==> config.mk <==
export PLATFORM = sky130hd
export DESIGN_NAME = cts_ctrl
export DESIGN_NICKNAME = d
export VERILOG_FILES = /design/src/design/cosine_topk_search_core_macros.svh /design/src/design/cts_pkg.sv /design/src/design/cts_ctrl.sv
export SDC_FILE = /design/constraint.sdc
export NUM_CORES = 1
export LEC_CHECK = 0
export BUFFER_PORTS_ARGS = -buffer_cell sky130_fd_sc_hd__buf_2
export CAP_MARGIN = 20
export CORE_ASPECT_RATIO = 0.7
export CORE_MARGIN = 2
export CORE_UTILIZATION = 35
export DETAILED_ROUTE_END_ITERATION = 16
export PLACE_DENSITY_LB_ADDON = 0.25
export SLEW_MARGIN = 15
export SYNTH_ARGS = -nofsm -noshare
export SYNTH_HDL_FRONTEND = slang
export SYNTH_SLANG_ARGS = --single-unit
==> constraint.sdc <==
create_clock -name clk_i -period 3.47 [get_ports clk_i]
set_input_delay 0.694 -clock clk_i [delete_from_list [all_inputs] [get_ports clk_i]]
set_output_delay 0.694 -clock clk_i [all_outputs]
set_load 0.02 [all_outputs]
==> src/design/cosine_topk_search_core_macros.svh <==
// Assertion macros shared by the cosine top-k search RTL.
// Included by the files that carry concurrent checks; no other dependencies.
`ifndef COSINE_TOPK_SEARCH_CORE_MACROS_SVH
`define COSINE_TOPK_SEARCH_CORE_MACROS_SVH
`ifndef SYNTHESIS
`define CTS_ASSERT(lbl, clk, rstn, prop) \
  lbl: assert property (@(posedge clk) disable iff (!rstn) (prop)) \
    else $error("cts check failed");
`define CTS_ASSERT_NEVER(lbl, clk, rstn, prop) \
  lbl: assert property (@(posedge clk) disable iff (!rstn) !(prop)) \
    else $error("cts forbidden condition seen");
`else
`define CTS_ASSERT(lbl, clk, rstn, prop)
`define CTS_ASSERT_NEVER(lbl, clk, rstn, prop)
`endif
`endif

==> src/design/cts_pkg.sv <==
// Shared types and constants of the cosine top-k search block.
// Used by cts_ctrl, cts_dp and the top level; depends on nothing.
`default_nettype none
package cts_pkg;

  localparam int unsigned CFG_IDX_W = 2;
  localparam logic [CFG_IDX_W-1:0] CFG_ENTRY_COUNT = 2'd0;
  localparam logic [CFG_IDX_W-1:0] CFG_TOP_K       = 2'd1;
  localparam logic [CFG_IDX_W-1:0] CFG_DIMENSION   = 2'd2;

  localparam int unsigned DIV_STEPS = 15;
  localparam logic signed [15:0] SCORE_MAX = 16'sh7fff;
  localparam logic signed [15:0] SCORE_MIN = 16'sh8000;

  typedef struct packed {
    logic vec_we;
    logic qry_we;
    logic qmode;
    logic iss;
    logic acc_clr;
    logic qn_clr;
    logic sqrt_start;
    logic sqrt_step;
    logic qroot_ld;
    logic den_ld;
    logic div_init;
    logic div_step;
    logic score_we;
    logic force_zero;
    logic taken_clr;
    logic scan_clr;
    logic scan_iss;
    logic emit;
    logic final_res;
  } cmd_t;

  typedef struct packed {
    logic acc_busy;
    logic sqrt_done;
    logic out_busy;
  } stat_t;

endpackage
`default_nettype wire

==> src/design/cts_ctrl.sv <==
// Controller of the cosine top-k search: configuration registers, loop
// counters and the sequencing state machine. Depends on cts_pkg.
`default_nettype none
module cts_ctrl #(
  parameter int unsigned MAX_ENTRIES = 64,
  parameter int unsigned MAX_DIM     = 256,
  localparam int unsigned QIW = (MAX_DIM > 1) ? $clog2(MAX_DIM) : 1,
  localparam int unsigned IW  = (QIW > 4) ? QIW : 4,
  localparam int unsigned EW  = (MAX_ENTRIES > 1) ? $clog2(MAX_ENTRIES) : 1
) (
  input  wire                           clk_i,
  input  wire                           rst_ni,
  input  wire                           in_valid_i,
  output logic                          in_stall_o,
  input  wire                           op_i,
  input  wire  [7:0]                    element_i,
  input  wire                           last_i,
  input  wire                           cfg_we_i,
  input  wire  [cts_pkg::CFG_IDX_W-1:0] cfg_index_i,
  input  wire  [8:0]                    cfg_data_i,
  input  cts_pkg::stat_t                stat_i,
  output cts_pkg::cmd_t                 cmd_o,
  output logic [IW-1:0]                 elem_idx_o,
  output logic [EW-1:0]                 ent_idx_o,
  output logic [5:0]                    rank_o
);

  localparam logic [3:0] S_IDLE   = 4'd0;
  localparam logic [3:0] S_QISS   = 4'd1;
  localparam logic [3:0] S_QDRN   = 4'd2;
  localparam logic [3:0] S_QSQ    = 4'd3;
  localparam logic [3:0] S_EISS   = 4'd4;
  localparam logic [3:0] S_EDRN   = 4'd5;
  localparam logic [3:0] S_VSQ    = 4'd6;
  localparam logic [3:0] S_DIVI   = 4'd7;
  localparam logic [3:0] S_DIV    = 4'd8;
  localparam logic [3:0] S_WR     = 4'd9;
  localparam logic [3:0] S_RSTART = 4'd10;
  localparam logic [3:0] S_RSCAN  = 4'd11;
  localparam logic [3:0] S_RDRN   = 4'd12;
  localparam logic [3:0] S_EMIT   = 4'd13;

  logic [3:0]    state_q, state_d;
  logic [6:0]    ent_cnt_q, top_k_q;
  logic [8:0]    dim_q;
  logic [6:0]    n_q, n_d, k_q, k_d;
  logic          valid_q, valid_d;
  logic [IW-1:0] i_q, i_d;
  logic [EW-1:0] e_q, e_d;
  logic [5:0]    r_q, r_d;
  logic          in_acc, i_last, e_last, r_last, div_last;

  assign in_stall_o = (state_q != S_IDLE);
  assign in_acc     = in_valid_i && (state_q == S_IDLE);

  assign n_d = (int'(ent_cnt_q) > MAX_ENTRIES) ? 7'(MAX_ENTRIES) : ent_cnt_q;
  assign k_d = (top_k_q < n_d) ? top_k_q : n_d;
  assign valid_d = (dim_q != 9'd0) && (int'(dim_q) <= MAX_DIM) &&
                   (int'(element_i) + 1 == int'(dim_q));

  assign i_last   = (int'(i_q) == int'(dim_q) - 1);
  assign e_last   = (int'(e_q) == int'(n_q) - 1);
  assign r_last   = (int'(r_q) == int'(k_q) - 1);
  assign div_last = (int'(i_q) == cts_pkg::DIV_STEPS - 1);

  assign elem_idx_o = i_q;
  assign ent_idx_o  = e_q;
  assign rank_o     = r_q;

  always_ff @(posedge clk_i or negedge rst_ni) begin
    if (!rst_ni) begin
      ent_cnt_q <= 7'd0;
      top_k_q   <= 7'd5;
      dim_q     <= 9'd256;
    end else if (cfg_we_i) begin
      unique case (cfg_index_i)
        cts_pkg::CFG_ENTRY_COUNT: ent_cnt_q <= cfg_data_i[6:0];
        cts_pkg::CFG_TOP_K:       top_k_q   <= cfg_data_i[6:0];
        cts_pkg::CFG_DIMENSION:   dim_q     <= cfg_data_i;
        default: ;
      endcase
    end
  end

  always_comb begin
    state_d = state_q;
    i_d     = i_q;
    e_d     = e_q;
    r_d     = r_q;
    cmd_o   = '0;
    cmd_o.force_zero = !valid_q;
    unique case (state_q)
      S_IDLE: begin
        cmd_o.vec_we = in_acc && !op_i;
        cmd_o.qry_we = in_acc && op_i;
        if (in_acc && op_i && last_i) begin
          cmd_o.taken_clr = 1'b1;
          cmd_o.qn_clr    = 1'b1;
          cmd_o.acc_clr   = 1'b1;
          i_d = '0;
          e_d = '0;
          if (valid_d) begin
            state_d = S_QISS;
          end else if (n_d == 7'd0) begin
            state_d = S_RSTART;
          end else begin
            state_d = S_WR;
          end
        end
      end
      S_QISS: begin
        cmd_o.iss   = 1'b1;
        cmd_o.qmode = 1'b1;
        i_d = i_q + 1'b1;
        if (i_last) state_d = S_QDRN;
      end
      S_QDRN: begin
        cmd_o.qmode = 1'b1;
        if (!stat_i.acc_busy) begin
          cmd_o.sqrt_start = 1'b1;
          state_d = S_QSQ;
        end
      end
      S_QSQ: begin
        if (stat_i.sqrt_done) begin
          cmd_o.qroot_ld = 1'b1;
          cmd_o.acc_clr  = 1'b1;
          i_d = '0;
          e_d = '0;
          state_d = (n_q == 7'd0) ? S_RSTART : S_EISS;
        end else begin
          cmd_o.sqrt_step = 1'b1;
        end
      end
      S_EISS: begin
        cmd_o.iss = 1'b1;
        i_d = i_q + 1'b1;
        if (i_last) state_d = S_EDRN;
      end
      S_EDRN: begin
        if (!stat_i.acc_busy) begin
          cmd_o.sqrt_start = 1'b1;
          state_d = S_VSQ;
        end
      end
      S_VSQ: begin
        if (stat_i.sqrt_done) begin
          cmd_o.den_ld = 1'b1;
          state_d = S_DIVI;
        end else begin
          cmd_o.sqrt_step = 1'b1;
        end
      end
      S_DIVI: begin
        cmd_o.div_init = 1'b1;
        i_d = '0;
        state_d = S_DIV;
      end
      S_DIV: begin
        cmd_o.div_step = 1'b1;
        i_d = i_q + 1'b1;
        if (div_last) state_d = S_WR;
      end
      S_WR: begin
        cmd_o.score_we = 1'b1;
        if (e_last) begin
          state_d = S_RSTART;
        end else begin
          e_d = e_q + 1'b1;
          i_d = '0;
          cmd_o.acc_clr = 1'b1;
          state_d = valid_q ? S_EISS : S_WR;
        end
      end
      S_RSTART: begin
        r_d = '0;
        e_d = '0;
        cmd_o.scan_clr = 1'b1;
        state_d = (k_q == 7'd0) ? S_IDLE : S_RSCAN;
      end
      S_RSCAN: begin
        cmd_o.scan_iss = 1'b1;
        e_d = e_q + 1'b1;
        if (e_last) state_d = S_RDRN;
      end
      S_RDRN: begin
        state_d = S_EMIT;
      end
      S_EMIT: begin
        if (!stat_i.out_busy) begin
          cmd_o.emit      = 1'b1;
          cmd_o.final_res = r_last;
          if (r_last) begin
            state_d = S_IDLE;
          end else begin
            r_d = r_q + 1'b1;
            e_d = '0;
            cmd_o.scan_clr = 1'b1;
            state_d = S_RSCAN;
          end
        end
      end
      default: state_d = S_IDLE;
    endcase
  end

  always_ff @(posedge clk_i or negedge rst_ni) begin
    if (!rst_ni) begin
      state_q <= S_IDLE;
      i_q     <= '0;
      e_q     <= '0;
      r_q     <= '0;
      n_q     <= 7'd0;
      k_q     <= 7'd0;
      valid_q <= 1'b0;
    end else begin
      state_q <= state_d;
      i_q     <= i_d;
      e_q     <= e_d;
      r_q     <= r_d;
      if (in_acc && op_i && last_i) begin
        n_q     <= n_d;
        k_q     <= k_d;
        valid_q <= valid_d;
      end
    end
  end

endmodule
`default_nettype wire

==> reports/qor.txt, run 1 <==
final setup violation count -> 0
arrival time worst endpoint -> 2.54 ns
starting density of the core -> 0.354
Yosys warnings -> 0
slowest CP cell -> dfrtp_1
DRT antenna net count -> 0
most frequent cell after synthesis -> dfrtp_1
Mapped Area -> 0.00435 sq mm
Setup CP Type -> register to output port
Max Buffers Root-to-Sink -> 2
asr flop ratio synth -> 1.00
most area-hungry cell type in the Yosys netlist -> dfrtp_1
H-tree depth -> 3
synth unique cells -> 68
Slew headroom -> 0.542
largest family of logic cells by synthesized area -> simple AND/OR/NAND/NOR gates
core box area -> 0.0123 sq mm
worst skew pair latency -> 0.33 ns
Filler Cell Count -> 1,233
vias per inst -> 5.46
CP max FO -> 11
die height -> 97.3 microns
chip width -> 137 microns
vias in the first global route -> 3,606
non-filler instance count after layout -> 736
CTS tree -> done
area grow syn2layout -> 19.5%
Avg Cell Area, Syn -> 8.67 sq um
final hold slack -> 0.367 ns
Synth area leaders -> dfrtp_1, mux2_2, o21ai_0, xnor2_1, ha_1
#FFs+latches synth -> 62
global-route wire length before repair -> 19,300 microns
Cells after Synth -> 502
global-route usage over all layers -> 0.186
CP max stage delay -> 0.41 ns
placer congestion estimate -> 0.870
Post-DP HPWL -> 9080 microns
list of most frequent post-synthesis cells -> dfrtp_1, nand2_1, o21ai_0, nor2_1, xnor2_1
mux cell area share after synthesis -> 0.0756
complex-gate fraction of the synthesized area -> 0.195
DRC errors left -> 0
Tcrit/Tclk final -> 0.932
Pre-antenna DRT Iters -> 5
unrepaired setup endpoints after global routing -> false
number of CTS-inserted buffers -> 9
Final min period -> 3.23 ns
global route total overflow -> 0
syn nets -> 546
TritonCTS sink count -> 62
Max IR drop VDD -> 252 uV
FMAX -> 0.309 GHz
via count -> 4,019
Initial DRC Count -> 275
Max Cap Violations -> 0
Synth Flop Type -> dfrtp_1
number of enable flip-flop cells after synthesis -> 0
critical path capture point type -> output port
post-synthesis xor/xnor area fraction -> 0.0765
CP startpoint -> k_q[0]
Top cell by count, worst path -> inv_1
Cell Pwr Density -> 804 mW/mm^2
clock-pin slew on the worst setup and hold paths -> 0.05 ns
final clock skew -> 0.00399 ns
Hold Path Class -> primary input to async pin
DR WL/cell -> 16.1 microns
top cell type's share of synthesized area -> 0.339
Placed Cells -> 720
Worst setup SP type -> register
initial antenna violation count -> 0
worst reg2reg path startpoint -> dim_q[0]
# nets final -> 613
post-synthesis adder-cell area fraction -> 0.0460
simple-gate area share of the yosys netlist -> 0.208
final hold vios -> 0
outcome -> finished, final reports clean
post-synthesis sequential area ratio -> 0.357
critical path, cell by cell -> inv_1 > ha_1 > xor2_1 > nand2_1 > a211oi_1 > nand4_1 > a21oi_2 > inv_1 > buf_2
port bufs -> 67
aggregate routed wire length -> 11,900 microns
CP required -> 2.78 ns
# diodes -> 0
largest net degree at the start of global routing -> 46
worst-margin pin slew -> 0.678 ns
std cell rows -> 34
setup tns final -> 0 ns
fin. max-slew vios -> 0
share of layout cells above drive strength 1 -> 0.228
die area -> 0.0134 sq mm
Root Buffer -> clkbuf_16
Lkg Pwr -> 2.30 nW
io pins -> 68
[cell usage in the layout, fill, tap and decap left out, types with 3 or more instances in the layout]
cell type and count:
a211oi_1 9, o31ai_1 6, clkinv_2 3, nor3b_1 3
o21ai_0 46, and3_1 7, buf_4 12, buf_2 66
nand2_1 48, a21oi_1 23, o211ai_1 3, mux2i_1 7
nand3_1 16, nor2b_1 6, or3_1 8, nor4_1 4
a31oi_1 7, xnor2_1 26, nand3b_1 3, xor2_1 12
nand4_1 6, ha_1 16, nor3_1 15, dfrtp_1 59
o21a_1 4, nand2b_1 7, or2_2 4, clkbuf_16 9
o311ai_0 3, dfstp_2 3, nor2_1 33, inv_1 23
o22ai_1 3, or4_1 3, mux2_2 23
[critical path: cells and delay by family, from the launching register on]
kind	cells	cell delay, ns
DFF	1	0.41
adders and majority gates	1	0.30
and+or+nand+nor	2	0.33
buffers and inverters	3	0.31
xor gates and xnor gates	1	0.15
AOI/OAI and AO/OA	2	0.71
[stage by stage]
step | util | instance area [sq um] | setup slack, ns | power [mW]
final | 0.423 | 5200 | 0.236 | 4.18
after global routing | 0.423 | 5200 | 0.0149 | 4.50
after CTS | 0.422 | 5190 | 0.0238 | 4.18
after detailed placement | 0.397 | 4880 | 0.391 | 3.20
after global placement | 0.397 | 4880 | 0.511 | 3.16
after floorplan | - | 4350 | 0.663 | 2.63
[final timing paths]
kind	endpoint	slack, ns	depth (start not counted)
max in group asynchronous	top_k_q[3]	2.45	2
max	cmd_o[3]	0.24	9
min	dim_q[7]	0.37	1
max reg2reg	state_q[0]	0.46	9
min reg2reg	ent_cnt_q[5]	0.54	1
min in group clk_i	ent_cnt_q[5]	0.54	1
[metal layers]
layer  GRT usage  part of all wire
met1       0.286              0.51
met5           0                 0
met4      0.0531             0.012
met3      0.0506             0.066
met2       0.250              0.41
[sequential cells by signal (all words and copies together), names as in the netlist]
name and count:
dim_q 9, elem_idx_o 8, ent_cnt_q 7, ent_idx_o 6
k_q 7, n_q 7, rank_o 6, state_q 4
top_k_q 7, valid_q 1
[cell families (layout without fill, tap and decap cells)]
| group | Yosys count | after routing |
|---|---|---|
| AND/OR/NAND/NOR | 177 | 177 |
| AO/OA/AOI/OAI | 133 | 133 |
| buffers and inverters | 46 | 118 |
| multiplexers | 30 | 30 |
| flip-flops | 62 | 62 |
| adder cells (fa/ha/maj) | 16 | 16 |
| XOR/XNOR | 38 | 38 |
[final cells by class]
class                   instances  area (sq um)  area share
flip-flops and latches         62          1560       0.299
inverters                      24          90.1      0.0173
multi-input cells             394          2630       0.505
clock inverters                 5          75.1      0.0144
well taps                     162           203      0.0390
clock buffers                  11           233      0.0447
repair buffers                 78           420      0.0808
[report_power, final]
group	internal, mW	total, mW	switching (mW)
clock network	0.625	0.957	0.332
logic	0.833	2.02	1.18
registers	0.917	1.21	0.292
[timing repair]
item	CTS	global route
resized for setup	0	2
setup buffers	0	0
endpoints found under the setup margin	0	2
hold buffers	0	0
endpoints found under the hold margin	0	0
(Power assumes the default switching activity.)
==> inputs of run 2 (changes only) <==
CELL_PAD_IN_SITES_DETAIL_PLACEMENT = 2   (was unset)
CELL_PAD_IN_SITES_GLOBAL_PLACEMENT = 2   (was unset)
==> run 2 against run 1 <==
Compared with the run above:
- sequential share of layout area fell by 0.30 points
- largest cell class unchanged
- clock-buffer cell count is 1 lower
- non-clock buffer count up 5
- first-iteration DRC count fell by 9.5%
- via count grew 6.2%
- largest power group unchanged
- final cell count increased by 0.68%
- global-route usage is 6.4 points higher
- combinational power up 9%
- maximum frequency decreased by 0.71%
- sequential cell count did not move
- routed wire length grew 34%
==> reports/qor.txt, run 2 (synthesis gave the netlist of run 1 again) <==
TritonCTS sink count -> 62 (unchanged)
placer congestion estimate -> 0.868 (was 0.870)
Top cell by count, worst path -> inv_1 (unchanged)
post-layout instance area -> 0.00526 sq mm (was 0.00520 sq mm)
slowest CP cell -> dfrtp_1 (unchanged)
final clock skew -> 0.00527 ns (was 0.00399 ns)
Max Buffers Root-to-Sink -> 2 (unchanged)
setup tns final -> 0 ns (unchanged)
fin. max-slew vios -> 0 (unchanged)
CP max FO -> 11 (unchanged)
Setup WS pre-CTS -> 0.388 ns (was 0.391 ns)
critical path capture point type -> output port (unchanged)
multi-input logic area -> 0.00263 sq mm (about the same)
share of layout cells above drive strength 1 -> 0.237 (was 0.228)
global route total overflow -> 0 (unchanged)
setup ws final -> 0.213 ns (was 0.236 ns)
Tcrit/Tclk final -> 0.939 (was 0.932)
largest register by flop count -> dim_q (unchanged)
final hold slack -> 0.457 ns (was 0.367 ns)
Lkg Pwr -> 2.32 nW (was 2.30 nW)
WP buf/inv -> 4 (was 3)
H-tree depth -> 3 (unchanged)
arrival time worst endpoint -> 2.56 ns (was 2.54 ns)
CTS tree -> done (unchanged)
port bufs -> 67 (unchanged)
Post-DP HPWL -> 12,200 microns (was 9080 microns)
worst-margin pin slew -> 0.846 ns (was 0.678 ns)
DRT antenna net count -> 0 (unchanged)
# nets final -> 618 (was 613)
area grow syn2layout -> 20.8% (was 19.5%)
FMAX -> 0.307 GHz (was 0.309 GHz)
via count -> 4,268 (was 4,019)
max reg flops -> 9 (unchanged)
sequential cell area -> 0.00156 sq mm (unchanged)
placed cell area -> 0.00491 sq mm (was 0.00488 sq mm)
CP top delay family -> simple AND/OR/NAND/NOR gates (was compound AO/OA/AOI/OAI gates)
aggregate routed wire length -> 15,900 microns (was 11,900 microns)
Slew headroom -> 0.436 (was 0.542)
Final min period -> 3.26 ns (was 3.23 ns)
chip width -> 137 microns (unchanged)
final setup violation count -> 0 (unchanged)
Root Buffer -> clkbuf_16 (unchanged)
global-route usage over all layers -> 0.250 (was 0.186)
clock-pin slew on the worst setup and hold paths -> 0.06 ns (was 0.05 ns)
worst skew pair latency -> 0.34 ns (was 0.33 ns)
non-filler instance count after layout -> 741 (was 736)
DR WL/cell -> 21.5 microns (was 16.1 microns)
initial antenna violation count -> 0 (unchanged)
post-layout util -> 0.428 (was 0.423)
io pins -> 68 (unchanged)
Max Cap Violations -> 0 (unchanged)
global-route wire length before repair -> 25,700 microns (was 19,300 microns)
Max IR drop VDD -> 298 uV (was 252 uV)
die area -> 0.0134 sq mm (unchanged)
Worst setup SP type -> register (unchanged)
die height -> 97.3 microns (unchanged)
Cell Pwr Density -> 844 mW/mm^2 (was 804 mW/mm^2)
CP max stage delay -> 0.42 ns (was 0.41 ns)
starting density of the core -> 0.354 (unchanged)
# diodes -> 0 (unchanged)
commonest non-fill, non-tap cells in the layout -> buf_2, dfrtp_1, nand2_1 (unchanged)
core box area -> 0.0123 sq mm (unchanged)
Filler Cell Count -> 1,390 (was 1,233)
Hold Path Class -> primary input to async pin (unchanged)
Initial DRC Count -> 249 (was 275)
vias per inst -> 5.76 (was 5.46)
number of CTS-inserted buffers -> 9 (unchanged)
vias in the first global route -> 4,612 (was 3,606)
unrepaired setup endpoints after global routing -> false (unchanged)
Placed Cells -> 724 (was 720)
Setup CP Type -> register to output port (unchanged)
critical path, cell by cell -> inv_1 > ha_1 > or3_1 > a31oi_2 > nand4_1 > a21oi_1 > buf_4 > inv_1 > buf_2 (was inv_1 > ha_1 > xor2_1 > nand2_1 > a211oi_1 > nand4_1 > a21oi_2 > inv_1 > buf_2)
commonest non-fill, non-tap cell in the layout -> buf_2 (unchanged)
CP required -> 2.78 ns (about the same)
largest net degree at the start of global routing -> 34 (was 46)
final hold vios -> 0 (unchanged)
std cell rows -> 34 (unchanged)
Pre-antenna DRT Iters -> 4 (was 5)
DRC errors left -> 0 (unchanged)
outcome -> finished, final reports clean (unchanged)
Tot Pwr -> 4.44 mW (was 4.18 mW)
Post-CTS Hold Fix Bufs -> 0 (unchanged)
-- run 2: worst paths after layout --
kind	startpoint	to	slack, ns	depth (start not counted)
hold / removal	rst_ni	dim_q[7]	0.46	1
hold reg to reg	ent_cnt_q[1]	ent_cnt_q[1]	0.54	1
min in group clk_i	ent_cnt_q[1]	ent_cnt_q[1]	0.54	1
setup / recovery	k_q[0]	cmd_o[3]	0.21	9
max in group asynchronous	rst_ni	top_k_q[2]	2.13	2
setup reg to reg	dim_q[0]	state_q[0]	0.36	9
-- run 2: worst register-to-register path: stages, from the launching register on --
cell and delay (ns):
dfrtp_1 0.46, inv_1 0.10, ha_1 0.21, or3b_1 0.45
or4_1 0.52, o22ai_1 0.14, o2111ai_1 0.13, a211oi_2 0.45
nand2_2 0.15, o32a_1 0.39
-- run 2: final cells by class --
| class | instances | share of cell area |
|---|---|---|
| Multi-Input combinational cell | 394 | 0.500 |
| Sequential cell | 62 | 0.296 |
| Timing Repair Buffer | 83 | 0.0866 |
| Clock buffer | 10 | 0.0436 |
| Tap cell | 162 | 0.0386 |
| Clock inverter | 6 | 0.0179 |
| Inverter | 24 | 0.0171 |
-- run 2: where the power goes --
group	leakage (nW)	switching, mW	internal, mW
Sequential	0.789	0.325	0.916
Clock	0.153	0.362	0.634
Combinational	1.38	1.35	0.855
Total	2.32	2.03	2.41
-- run 2: layer usage --
layer	global-route usage	vias to the layer above	wire length, microns
met5	0	-	0
met4	0.0714	0	275
met3	0.0396	26	691
met2	0.390	100	7220
met1	0.357	2167	7710
li1	-	1975	-
-- run 2: repair_timing --
| item | in CTS | in global routing |
|---|---|---|
| pin swaps | 1 | 1 |
| setup buffers | 1 | 0 |
| setup endpoints to repair | 1 | 2 |
| gates resized for setup | 0 | 2 |
| cloned | 0 | 0 |
